File: config.mk
export PLATFORM = sky130hd
export DESIGN_NAME = bottom_k_sketch_core
export DESIGN_NICKNAME = d
export VERILOG_FILES = /design/src/rtl/core/bks_pkg.sv /design/src/rtl/core/bottom_k_sketch_core.sv
export SDC_FILE = /design/constraint.sdc
export NUM_CORES = 2
export LEC_CHECK = 0
export BUFFER_PORTS_ARGS = -buffer_cell sky130_fd_sc_hd__buf_2
export CORE_MARGIN = 2
export CORE_UTILIZATION = 23
export DETAILED_ROUTE_END_ITERATION = 6
export HOLD_SLACK_MARGIN = 0.08
export PLACE_DENSITY = 0.41
export SYNTH_ARGS = -nofsm -noshare
export SYNTH_HDL_FRONTEND = slang
export SYNTH_SLANG_ARGS = --single-unit
File: constraint.sdc
create_clock -name clk -period 23.3 [get_ports clk]
set_clock_uncertainty 0.15 [all_clocks]
set_input_delay 0 -clock clk [delete_from_list [all_inputs] [get_ports clk]]
set_output_delay 0 -clock clk [all_outputs]
set_load 0.02 [all_outputs]
File: src/rtl/core/bks_pkg.sv
// Package for the bottom-k sketch core: item types, widths and register codes.
// No dependencies; imported by bottom_k_sketch_core.
`timescale 1ns / 1ps

package bks_pkg;

  // Field and datapath widths, emit limit and divider step count
  localparam int VAL_W     = 31;
  localparam int POS_W     = 5;
  localparam int CNT_W     = 6;
  localparam int SIG_W     = 6;
  localparam int PROD_W    = 2 * VAL_W;
  localparam int MAX_EMIT  = 32;
  localparam int DIV_STEPS = PROD_W / 2;
  localparam int DCNT_W    = 5;
  localparam int CFG_IDX_W = 2;

  // Operation codes of an input item
  localparam logic OP_INSERT = 1'b0;
  localparam logic OP_FINISH = 1'b1;

  // Configuration register indexes
  localparam logic [CFG_IDX_W-1:0] CFG_COEF_A   = 2'd0;
  localparam logic [CFG_IDX_W-1:0] CFG_COEF_B   = 2'd1;
  localparam logic [CFG_IDX_W-1:0] CFG_MODULUS  = 2'd2;
  localparam logic [CFG_IDX_W-1:0] CFG_SIG_SIZE = 2'd3;

  // Configuration reset values
  localparam logic [VAL_W-1:0] COEF_A_RST   = 31'd1;
  localparam logic [VAL_W-1:0] COEF_B_RST   = 31'd0;
  localparam logic [VAL_W-1:0] MODULUS_RST  = 31'h7FFF_FFFF;
  localparam logic [SIG_W-1:0] SIG_SIZE_RST = 6'd20;

  // Input item
  typedef struct packed {
    logic             op;
    logic [VAL_W-1:0] element;
  } in_item_t;

  // Result item
  typedef struct packed {
    logic [VAL_W-1:0] value;
    logic [POS_W-1:0] position;
    logic             last;
    logic             empty_res;
  } out_item_t;

endpackage

File: src/rtl/core/bottom_k_sketch_core.sv
// Bottom-k MinHash sketch core: permutation hash, sorted store and emitter.
// Depends on bks_pkg for item types, widths and register codes.
// Insert: accept, multiply, add, 31 two-bit remainder steps and slot choice; a store that
//   holds entries adds shift steps, and a full store first checks its largest entry.
// Finish: emits kept values in order, each held while out_stall is high, or one empty result.
// One item in work at a time, in_stall high until done; synchronous reset restores defaults.
`timescale 1ns / 1ps

module bottom_k_sketch_core #(
  parameter int SKETCH_DEPTH = 32
) (
  input  logic                               clk,
  input  logic                               rst_n,
  input  logic                               in_valid,
  output logic                               in_stall,
  input  bks_pkg::in_item_t                  in_data,
  output logic                               out_valid,
  input  logic                               out_stall,
  output bks_pkg::out_item_t                 out_data,
  input  logic                               cfg_we,
  input  logic [bks_pkg::CFG_IDX_W-1:0]      cfg_index,
  input  logic [bks_pkg::VAL_W-1:0]          cfg_wdata
);
  import bks_pkg::*;

  localparam int ADDR_W = (SKETCH_DEPTH > 1) ? $clog2(SKETCH_DEPTH) : 1;
  localparam int CAP    = (SKETCH_DEPTH < MAX_EMIT) ? SKETCH_DEPTH : MAX_EMIT;
  localparam logic [CNT_W-1:0] CAP_C = CNT_W'(CAP);

  typedef enum logic [3:0] {
    S_IDLE, S_MUL, S_ADD, S_DIV, S_PREP, S_FULL, S_SHIFT, S_WRV, S_EMIT_LD, S_EMIT_WAIT
  } state_t;

  // Configuration registers
  logic [VAL_W-1:0] coef_a_r, coef_b_r, modulus_r;
  logic [SIG_W-1:0] sig_size_r;

  always_ff @(posedge clk) begin
    if (!rst_n) begin
      coef_a_r   <= COEF_A_RST;
      coef_b_r   <= COEF_B_RST;
      modulus_r  <= MODULUS_RST;
      sig_size_r <= SIG_SIZE_RST;
    end else if (cfg_we) begin
      case (cfg_index)
        CFG_COEF_A:   coef_a_r   <= cfg_wdata;
        CFG_COEF_B:   coef_b_r   <= cfg_wdata;
        CFG_MODULUS:  modulus_r  <= cfg_wdata;
        CFG_SIG_SIZE: sig_size_r <= cfg_wdata[SIG_W-1:0];
        default: ;
      endcase
    end
  end

  // Sequencer and datapath registers
  state_t              state_r, state_nxt;
  logic [VAL_W-1:0]    x_r, x_nxt;
  logic [PROD_W-1:0]   t_r, t_nxt;
  logic [VAL_W-1:0]    rem_r, rem_nxt;
  logic [DCNT_W-1:0]   dcnt_r, dcnt_nxt;
  logic [CNT_W-1:0]    kept_count_r, kept_count_nxt;
  logic [CNT_W-1:0]    idx_r, idx_nxt;
  logic [CNT_W-1:0]    emit_n_r, emit_n_nxt;
  logic                out_valid_r, out_valid_nxt;
  out_item_t           out_data_r, out_data_nxt;

  // Store ports
  logic                rd_en, wr_en;
  logic [ADDR_W-1:0]   rd_addr, wr_addr;
  logic [VAL_W-1:0]    wr_data, rd_q;
  logic [VAL_W-1:0]    mem [SKETCH_DEPTH];

  // Effective sketch size and current fill
  logic [CNT_W-1:0]    eff_k, n_cur;
  logic [CNT_W-1:0]    idx_m1;
  logic [PROD_W-1:0]   prod;
  logic [VAL_W:0]      m_eff;
  logic [VAL_W:0]      s1, s2, r1, r2;

  always_comb begin
    eff_k = (sig_size_r == '0) ? CNT_W'(1) : sig_size_r;
    if (eff_k > CAP_C) begin
      eff_k = CAP_C;
    end
    n_cur = (kept_count_r > eff_k) ? eff_k : kept_count_r;
  end

  assign idx_m1 = idx_r - CNT_W'(1);

  // Multiplier; its product is registered before the add
  assign prod = coef_a_r * x_r;

  // A zero modulus acts as 2^31, which keeps the low 31 bits
  assign m_eff = (modulus_r == '0) ? {1'b1, {VAL_W{1'b0}}} : {1'b0, modulus_r};

  // Remainder unit: two restoring compare-and-subtract steps a cycle
  always_comb begin
    s1 = {rem_r, t_r[PROD_W-1]};
    r1 = (s1 >= m_eff) ? (s1 - m_eff) : s1;
    s2 = {r1[VAL_W-1:0], t_r[PROD_W-2]};
    r2 = (s2 >= m_eff) ? (s2 - m_eff) : s2;
  end

  // Next-state logic
  always_comb begin
    state_nxt      = state_r;
    x_nxt          = x_r;
    t_nxt          = t_r;
    rem_nxt        = rem_r;
    dcnt_nxt       = dcnt_r;
    kept_count_nxt = kept_count_r;
    idx_nxt        = idx_r;
    emit_n_nxt     = emit_n_r;
    out_valid_nxt  = out_valid_r;
    out_data_nxt   = out_data_r;
    rd_en          = 1'b0;
    rd_addr        = '0;
    wr_en          = 1'b0;
    wr_addr        = '0;
    wr_data        = rem_r;

    case (state_r)
      S_IDLE: begin
        if (in_valid) begin
          if (in_data.op == OP_INSERT) begin
            x_nxt     = in_data.element;
            state_nxt = S_MUL;
          end else begin
            kept_count_nxt = '0;
            if (n_cur == '0) begin
              out_data_nxt.value     = '0;
              out_data_nxt.position  = '0;
              out_data_nxt.last      = 1'b1;
              out_data_nxt.empty_res = 1'b1;
              out_valid_nxt          = 1'b1;
              state_nxt              = S_EMIT_WAIT;
            end else begin
              emit_n_nxt = n_cur;
              idx_nxt    = '0;
              rd_en      = 1'b1;
              rd_addr    = '0;
              state_nxt  = S_EMIT_LD;
            end
          end
        end
      end
      S_MUL: begin
        t_nxt     = prod;
        state_nxt = S_ADD;
      end
      S_ADD: begin
        t_nxt     = t_r + PROD_W'(coef_b_r);
        rem_nxt   = '0;
        dcnt_nxt  = '0;
        state_nxt = S_DIV;
      end
      S_DIV: begin
        rem_nxt  = r2[VAL_W-1:0];
        t_nxt    = t_r << 2;
        dcnt_nxt = dcnt_r + DCNT_W'(1);
        if (dcnt_r == DCNT_W'(DIV_STEPS - 1)) begin
          state_nxt = S_PREP;
        end
      end
      // Choose the start slot; a full sketch first checks its largest entry
      S_PREP: begin
        if (n_cur < eff_k) begin
          kept_count_nxt = n_cur + CNT_W'(1);
          idx_nxt        = n_cur;
          if (n_cur == '0) begin
            wr_en     = 1'b1;
            wr_addr   = '0;
            state_nxt = S_IDLE;
          end else begin
            rd_en     = 1'b1;
            rd_addr   = ADDR_W'(n_cur - CNT_W'(1));
            state_nxt = S_SHIFT;
          end
        end else begin
          kept_count_nxt = eff_k;
          idx_nxt        = eff_k - CNT_W'(1);
          rd_en          = 1'b1;
          rd_addr        = ADDR_W'(eff_k - CNT_W'(1));
          state_nxt      = S_FULL;
        end
      end
      S_FULL: begin
        if (rd_q <= rem_r) begin
          state_nxt = S_IDLE;
        end else if (idx_r == '0) begin
          wr_en     = 1'b1;
          wr_addr   = '0;
          state_nxt = S_IDLE;
        end else begin
          rd_en     = 1'b1;
          rd_addr   = ADDR_W'(idx_m1);
          state_nxt = S_SHIFT;
        end
      end
      // Move larger entries up one slot until the new value fits
      S_SHIFT: begin
        wr_en   = 1'b1;
        wr_addr = ADDR_W'(idx_r);
        if (rd_q > rem_r) begin
          wr_data = rd_q;
          idx_nxt = idx_m1;
          if (idx_m1 == '0) begin
            state_nxt = S_WRV;
          end else begin
            rd_en   = 1'b1;
            rd_addr = ADDR_W'(idx_m1 - CNT_W'(1));
          end
        end else begin
          state_nxt = S_IDLE;
        end
      end
      S_WRV: begin
        wr_en     = 1'b1;
        wr_addr   = '0;
        state_nxt = S_IDLE;
      end
      S_EMIT_LD: begin
        out_data_nxt.value     = rd_q;
        out_data_nxt.position  = idx_r[POS_W-1:0];
        out_data_nxt.last      = (idx_r + CNT_W'(1) == emit_n_r);
        out_data_nxt.empty_res = 1'b0;
        out_valid_nxt          = 1'b1;
        state_nxt              = S_EMIT_WAIT;
      end
      S_EMIT_WAIT: begin
        if (!out_stall) begin
          out_valid_nxt = 1'b0;
          if (out_data_r.last) begin
            state_nxt = S_IDLE;
          end else begin
            idx_nxt   = idx_r + CNT_W'(1);
            rd_en     = 1'b1;
            rd_addr   = ADDR_W'(idx_r + CNT_W'(1));
            state_nxt = S_EMIT_LD;
          end
        end
      end
      default: state_nxt = S_IDLE;
    endcase
  end

  // State and registered outputs
  always_ff @(posedge clk) begin
    if (!rst_n) begin
      state_r      <= S_IDLE;
      kept_count_r <= '0;
      out_valid_r  <= 1'b0;
    end else begin
      state_r      <= state_nxt;
      kept_count_r <= kept_count_nxt;
      out_valid_r  <= out_valid_nxt;
      x_r          <= x_nxt;
      t_r          <= t_nxt;
      rem_r        <= rem_nxt;
      dcnt_r       <= dcnt_nxt;
      idx_r        <= idx_nxt;
      emit_n_r     <= emit_n_nxt;
      out_data_r   <= out_data_nxt;
    end
  end

  // Sorted store: one write and one registered read a cycle
  always_ff @(posedge clk) begin
    if (wr_en) begin
      mem[wr_addr] <= wr_data;
    end
    if (rd_en) begin
      rd_q <= mem[rd_addr];
    end
  end

  assign in_stall  = (state_r != S_IDLE);
  assign out_valid = out_valid_r;
  assign out_data  = out_data_r;

  // Checks on the sequencer
  a_count_cap: assert property (@(posedge clk) disable iff (!rst_n)
    kept_count_r <= CAP_C)
    else $error("kept count exceeds capacity");

  a_valid_state: assert property (@(posedge clk) disable iff (!rst_n)
    out_valid_r |-> state_r == S_EMIT_WAIT)
    else $error("result shown outside the emit wait state");

  a_rem_range: assert property (@(posedge clk) disable iff (!rst_n)
    state_r == S_DIV |-> {1'b0, rem_r} < m_eff)
    else $error("partial remainder not below modulus");

  a_empty_last: assert property (@(posedge clk) disable iff (!rst_n)
    (out_valid_r && out_data_r.empty_res) |-> out_data_r.last)
    else $error("empty result not marked last");

  a_emit_order: assert property (@(posedge clk) disable iff (!rst_n)
    (state_r == S_EMIT_LD && idx_r != '0) |-> $past(out_data_r.value) <= rd_q)
    else $error("sketch emitted out of order");

endmodule
Yosys cells after proc, flatten, opt, wreduce, memory -nomap -nowiden. Memories as Yosys holds them, arrays and structs flattened. A register that Yosys moved wholly into a read port is not among the register bits. Index checks and enable logic that the tools add are counted.

Output and inout bits: 40. Memories kept: 1. RAM bits: 992. Register bits: 289.

Memory list: mem (depth 32, width 31, read ports 1, clocked after Yosys merged registers in 1, write ports 1, line bottom_k_sketch_core.sv:71) `logic [VAL_W-1:0] mem [SKETCH_DEPTH];`.

Add/subtract/negate cells: 10. Reductions and logical operators: 28. Order comparisons: 7. Multiplexer cells: 73. Bitwise operators: 2. Multipliers: 1. Equal/unequal tests: 23.

Operators with widths (number): $pmux 62 s3 (1); $mux 31 (4); $mux 38 (3); $mux 6 (13); $pmux 38 s2 (1); $ge 32x32->1 (2); $add 62x31->62 (1); $mul 31x31->62 (1); $pmux 31 s2 (1); $sub 31x31->31 (2); $mux 5 (9); $pmux 4 s9 (1); $mux 32 (1); $mux 4 (8); $gt 31x31->1 (1); $le 31x31->1 (1); $logic_not 31->1 (1); $logic_not 6->1 (4); $pmux 6 s4 (1); $mux 1 (21); $pmux 5 s4 (1); $eq 4x3->1 const B (4); $ne 2x2->1 const B (8); $reduce_and 5->1 (3); 31 further kinds (51).

Depth between registers and ports, before layout.
Depth after elaboration: 12. Depth in mapped cells: 33.

Worst setup path after synthesis. No wires, ideal clock.

Kind: register -> register. Start point: register x_r[4]. End point: register t_r[58], data pin. Buffers on the path: 1. Stages on the path, launching flop included: 26. Library setup time: 0.271 ns. Arrival: 7.168 ns. Clock period less this slack: 7.589 ns. Path slack: 15.711 ns. Cell sequence: edfxtp_1 clkbuf_1 and2_1 fa_1 fa_1 fa_1 inv_1 fa_1 inv_1 fa_1 fa_1 fa_1 fa_1 ha_1 a21o_1 a21o_1 a211oi_1 o21ai_0 and3_1 a21oi_1 o21ai_0 a21o_1 o211ai_1 a221oi_1 mux2i_1 o21ai_0.

Word-level cells in the longest chain between the ends: 2.

Ends and longest elaborated chain: start, declared (line bottom_k_sketch_core.sv:57) `logic [VAL_W-1:0] x_r, x_nxt;`; start signal, assigned (line bottom_k_sketch_core.sv:257) `x_r <= x_nxt;`; $mul 31x31->62 (line bottom_k_sketch_core.sv:91) `assign prod = coef_a_r * x_r;`; $pmux 62 s3 (line bottom_k_sketch_core.sv:122) `case (state_r)`; via t_nxt[58] (line bottom_k_sketch_core.sv:58) `logic [PROD_W-1:0] t_r, t_nxt;`; end signal, assigned (line bottom_k_sketch_core.sv:258) `t_r <= t_nxt;`; end, declared (line bottom_k_sketch_core.sv:58).

The timed path passes the listed nets, and every way through them passes these cells. A chain may end at the register's enable or synchronous reset.

Worst setup path in the final report.
Start point: register x_r[7]. End point: register t_r[58], data pin.

The elaborated chain is that of the path after synthesis.

==> metrics.md <==
| Metric | Value |
|---|---|
| Vias/cell | ~4.5 |
| Switching Fraction | 32.9% |
| Worst path max stage delay | roughly 1.2 ns |
| Worst setup EP type | register |
| Die area | 397000 um2 |
| Gp weighted congestion | between 0.8 and 0.9 |
| Crit Path Category | reg2reg |
| CTS tree | done |
| Dpl cell area | approximately 97000 um2 |
| Largest family of logic cells by synthesized area | adder cells |
| Register bit total from synthesis | 1312 |
| Synth unique cells | 98 |
| Clock-pin slew on the worst setup and hold paths | approximately 0.06 ns |
| DR WL/cell | roughly 22 um |
| Slowest CP cell | edfxtp_1 |
| Final WL | approximately 300000 um |
| Post-Synth XOR/XNOR Area | 1.88% |
| YS warnings | 0 |
| # nets final | 9384 |
| Synth-to-layout area growth | 14.6% |
| Count of flip-flops with a built-in enable after synthesis | 1202 |
| Die width | about 630 um |
| Final Util | around a quarter |
| Worst Path Arrival | about 9.6 ns |
| Congestion Overflow GR | 0 |
| Flop pwr share | 38.5% |
| Die Ht | about 630 um |
| Fraction of final layout cells with drive strength greater than 1 | between 8 and 9% |
| Worst path cell trace | and2_1 > fa_1 > fa_1 > inv_1 > fa_1 > fa_1 > fa_1 > inv_1 > fa_1 > fa_1 > fa_1 > ha_1 > nand4_1 > inv_1 > a211oi_1 > o21ai_0 > and3_1 > a21oi_1 > o21ai_0 > a21o_1 > o211ai_1 > a221oi_1 > mux2i_1 > o21ai_0 |
| Slew Limit Fails | 0 |
| F_max | roughly 110 MHz |
| Delay-heaviest family, CP | adder cells |
| Slew @ Worst Pin | 1.30 ns |
| Gate power share | 28.2% |
| P_leak | about 0.041 uW |
| Switching pwr | 2390 uW |
| Sequential-to-total area share from yosys stat | 42.5% |
| Starting density of the core | a little under a quarter |
| Mux cell area share after synthesis | 5.13% |
| Cell Rows | roughly 230 |
| DRT iter0 DRCs | 4058 |
| Asr flop ratio synth | 0% |
| Simple logic cell fraction of the synthesized area | about 13% |
| Fill cells | 40600 |
| Maximum VDD drop | 0.0696 mV |
| TNS Setup | 0 ns |
| Post-synth top area share | roughly 40% |
| Mean Syn Cell Area | approximately 11 um2 |
| CTS resizes | 0 |
| RSZ-0062 raised after global routing | no |
| HPWL Detailed | ~200000 um |
| Ys flop type | edfxtp_1 |
| Final hold vios | 0 |
| Core area | 390000 um2 |
| Pin count of the biggest net entering global routing | roughly 140 |
| P per Cell Area | ~70 nW/um2 |
| Post-route cell area | around 100000 um2 |
| Worst-skew pair later-pin latency | about 0.86 ns |
| Non-Filler Instances | between 10000 and 15000 |
| Synth area leaders | edfxtp_1, fa_1, ha_1 |
| Status | finished clean |
| Drt first pass iters | 6 |
| Critical path data required time | between 20 and 25 ns |
| Antenna-violating nets left | 0 |
| Most used cell, CP | fa_1 |
| Crit path time final | slightly above 9 ns |
| I/O pin count | 110 |
| Internal Power | 4880 uW |
| IO Port Bufs | approximately 110 |
| Initial antenna violation count | 20 |
| Synth Area in Compound Gates | 7.97% |
| Gate Count Post-Synth | approximately 8000 |
| Startpoint types | register |
| Adder-cell share of the synthesized area | between 20% and 30% |
| Clk pwr share | between 30 and 40% |
| Final period util | between 30% and 40% |
| Vias in the first global route | 63900 |
| Syn Std Cell Area | roughly 90000 um2 |
| Worst Hold Class | in2reg |
| # clock sinks | approximately 1300 |
| Hold_ws | ~0.13 ns |
| WP buf/inv | 3 |
| Largest area contributor in the netlist | edfxtp_1 |
| Clk root buf | clkbuf_16 |
| Commonest non-fill, non-tap cell in the layout | edfxtp_1 |
| First-pass GRT wire length | 439000 um |
| Total global-route track usage | 14.7% |
| Slew headroom | between 10% and 20% |
| Placed cell count | approximately 13000 |
| Final setup violation count | 0 |
| Maxcap violations | 0 |
| Detailed-route DRC error count | 0 |
| Number of H-tree levels | 4 |
| Syn Nets | 9271 |
| Crit path max fanout | 31 |
| Via count | around 60000 |
| Clk buf depth | 4 |
| Most frequent cells in the layout | edfxtp_1, nand2_1, inv_1 |
| Inserted Clock Buffers | between 150 and 200 |
worst min-delay path, stage by stage:
cell and delay [ns]:
dlygate4sd3_1 0.63, buf_2 0.23, nand2_1 0.08, nand3_1 0.08
logic make-up (layout without fill, tap and decap cells):
| kind of cell | count (synthesis) | count (layout) |
|---|---|---|
| buffers and inverters | 1331 | 1565 |
| multiplexers | 446 | 446 |
| XOR/XNOR | 194 | 194 |
| flip-flops | 1312 | 1312 |
| AND/OR/NAND/NOR | 2392 | 2392 |
| other | 0 | 7 |
| AO/OA/AOI/OAI | 1042 | 1042 |
| adder cells (fa/ha/maj) | 1242 | 1242 |
stage by stage:
| step | power (uW) | setup slack, ns |
|---|---|---|
| 3_5_place_dp | 4870 | 14.06 |
| 2_1_floorplan | 4170 | 15.71 |
| 3_3_place_gp | 4870 | 14.11 |
| 6_report | 7270 | 14.05 |
| 5_1_grt | 7660 | 13.64 |
| 4_1_cts | 7370 | 14.02 |
Yosys cell counts (all sizes together) (38+ instances only):
| cell | n |
|---|---|
| a21oi | 330 |
| o211ai | 48 |
| clkbuf | 341 |
| nor2 | 207 |
| o21ai | 149 |
| nand2 | 1154 |
| a22oi | 47 |
| xnor2 | 107 |
| inv | 887 |
| xor2 | 87 |
| nand4 | 42 |
| mux2 | 126 |
| buf | 102 |
| ha | 402 |
| fa | 840 |
| o221ai | 43 |
| nand3 | 257 |
| nor3 | 38 |
| a21o | 92 |
| and2 | 545 |
| edfxtp | 1202 |
| mux2i | 320 |
| a211oi | 53 |
| dfxtp | 110 |
sequential cells by signal, summed over array words and instances, names as in the netlist, 31 cells and up:
name and cells:
coef_a_r 31, coef_b_r 31, mem 992, modulus_r 31
x_r 31, t_r 62, out_data 38, rem_r 31
rd_q 31
worst paths after layout:
check / slack (ns) / from / endpoint / cells after the start
min reg2reg: 0.30 / coef_a_r[5] / coef_a_r[5] / 2
max reg2reg: 14.05 / x_r[7] / t_r[58] / 24
max: 14.05 / x_r[7] / t_r[58] / 24
min: 0.13 / cfg_wdata[0] / coef_a_r[0] / 4
cell type report:
class,count,area (um2),share of cell area (%)
inverter,888,3330,3.23
tap,5197,6500,6.29
timing repair buffer,395,3090,2.99
antenna,7,17.5,0.0170
clock inverter,76,706,0.683
multi-input combinational,5316,47100,45.6
sequential,1312,38300,37.1
clock buffer,206,4280,4.14
layer usage:
| layer | track usage (%) | up-vias | part of all wire, % |
|---|---|---|---|
| met4 | 3.41 | 2 | 2.4 |
| met2 | 25.5 | 1387 | 49 |
| met3 | 1.57 | 345 | 4.0 |
| met5 | 0 | - | 0.0044 |
| met1 | 19.6 | 31400 | 45 |
| li1 | - | 27300 | - |
what timing repair did:
| action | CTS | global route |
|---|---|---|
| hold endpoints to repair | 215 | 1 |
| endpoints found under the setup margin | 0 | 0 |
| hold buffers | 141 | 1 |
| setup buffers | 0 | 0 |
power groups by stage:
stage	clock (uW)	sequential (uW)	combinational, uW
after floorplan	0	2820	1360
after global placement	0	2850	2030
after detailed placement	0	2850	2020
after CTS	2500	2800	2070
after global routing	2580	2810	2270
final	2420	2800	2050
Note: power is estimated with default switching activity, not from simulation.
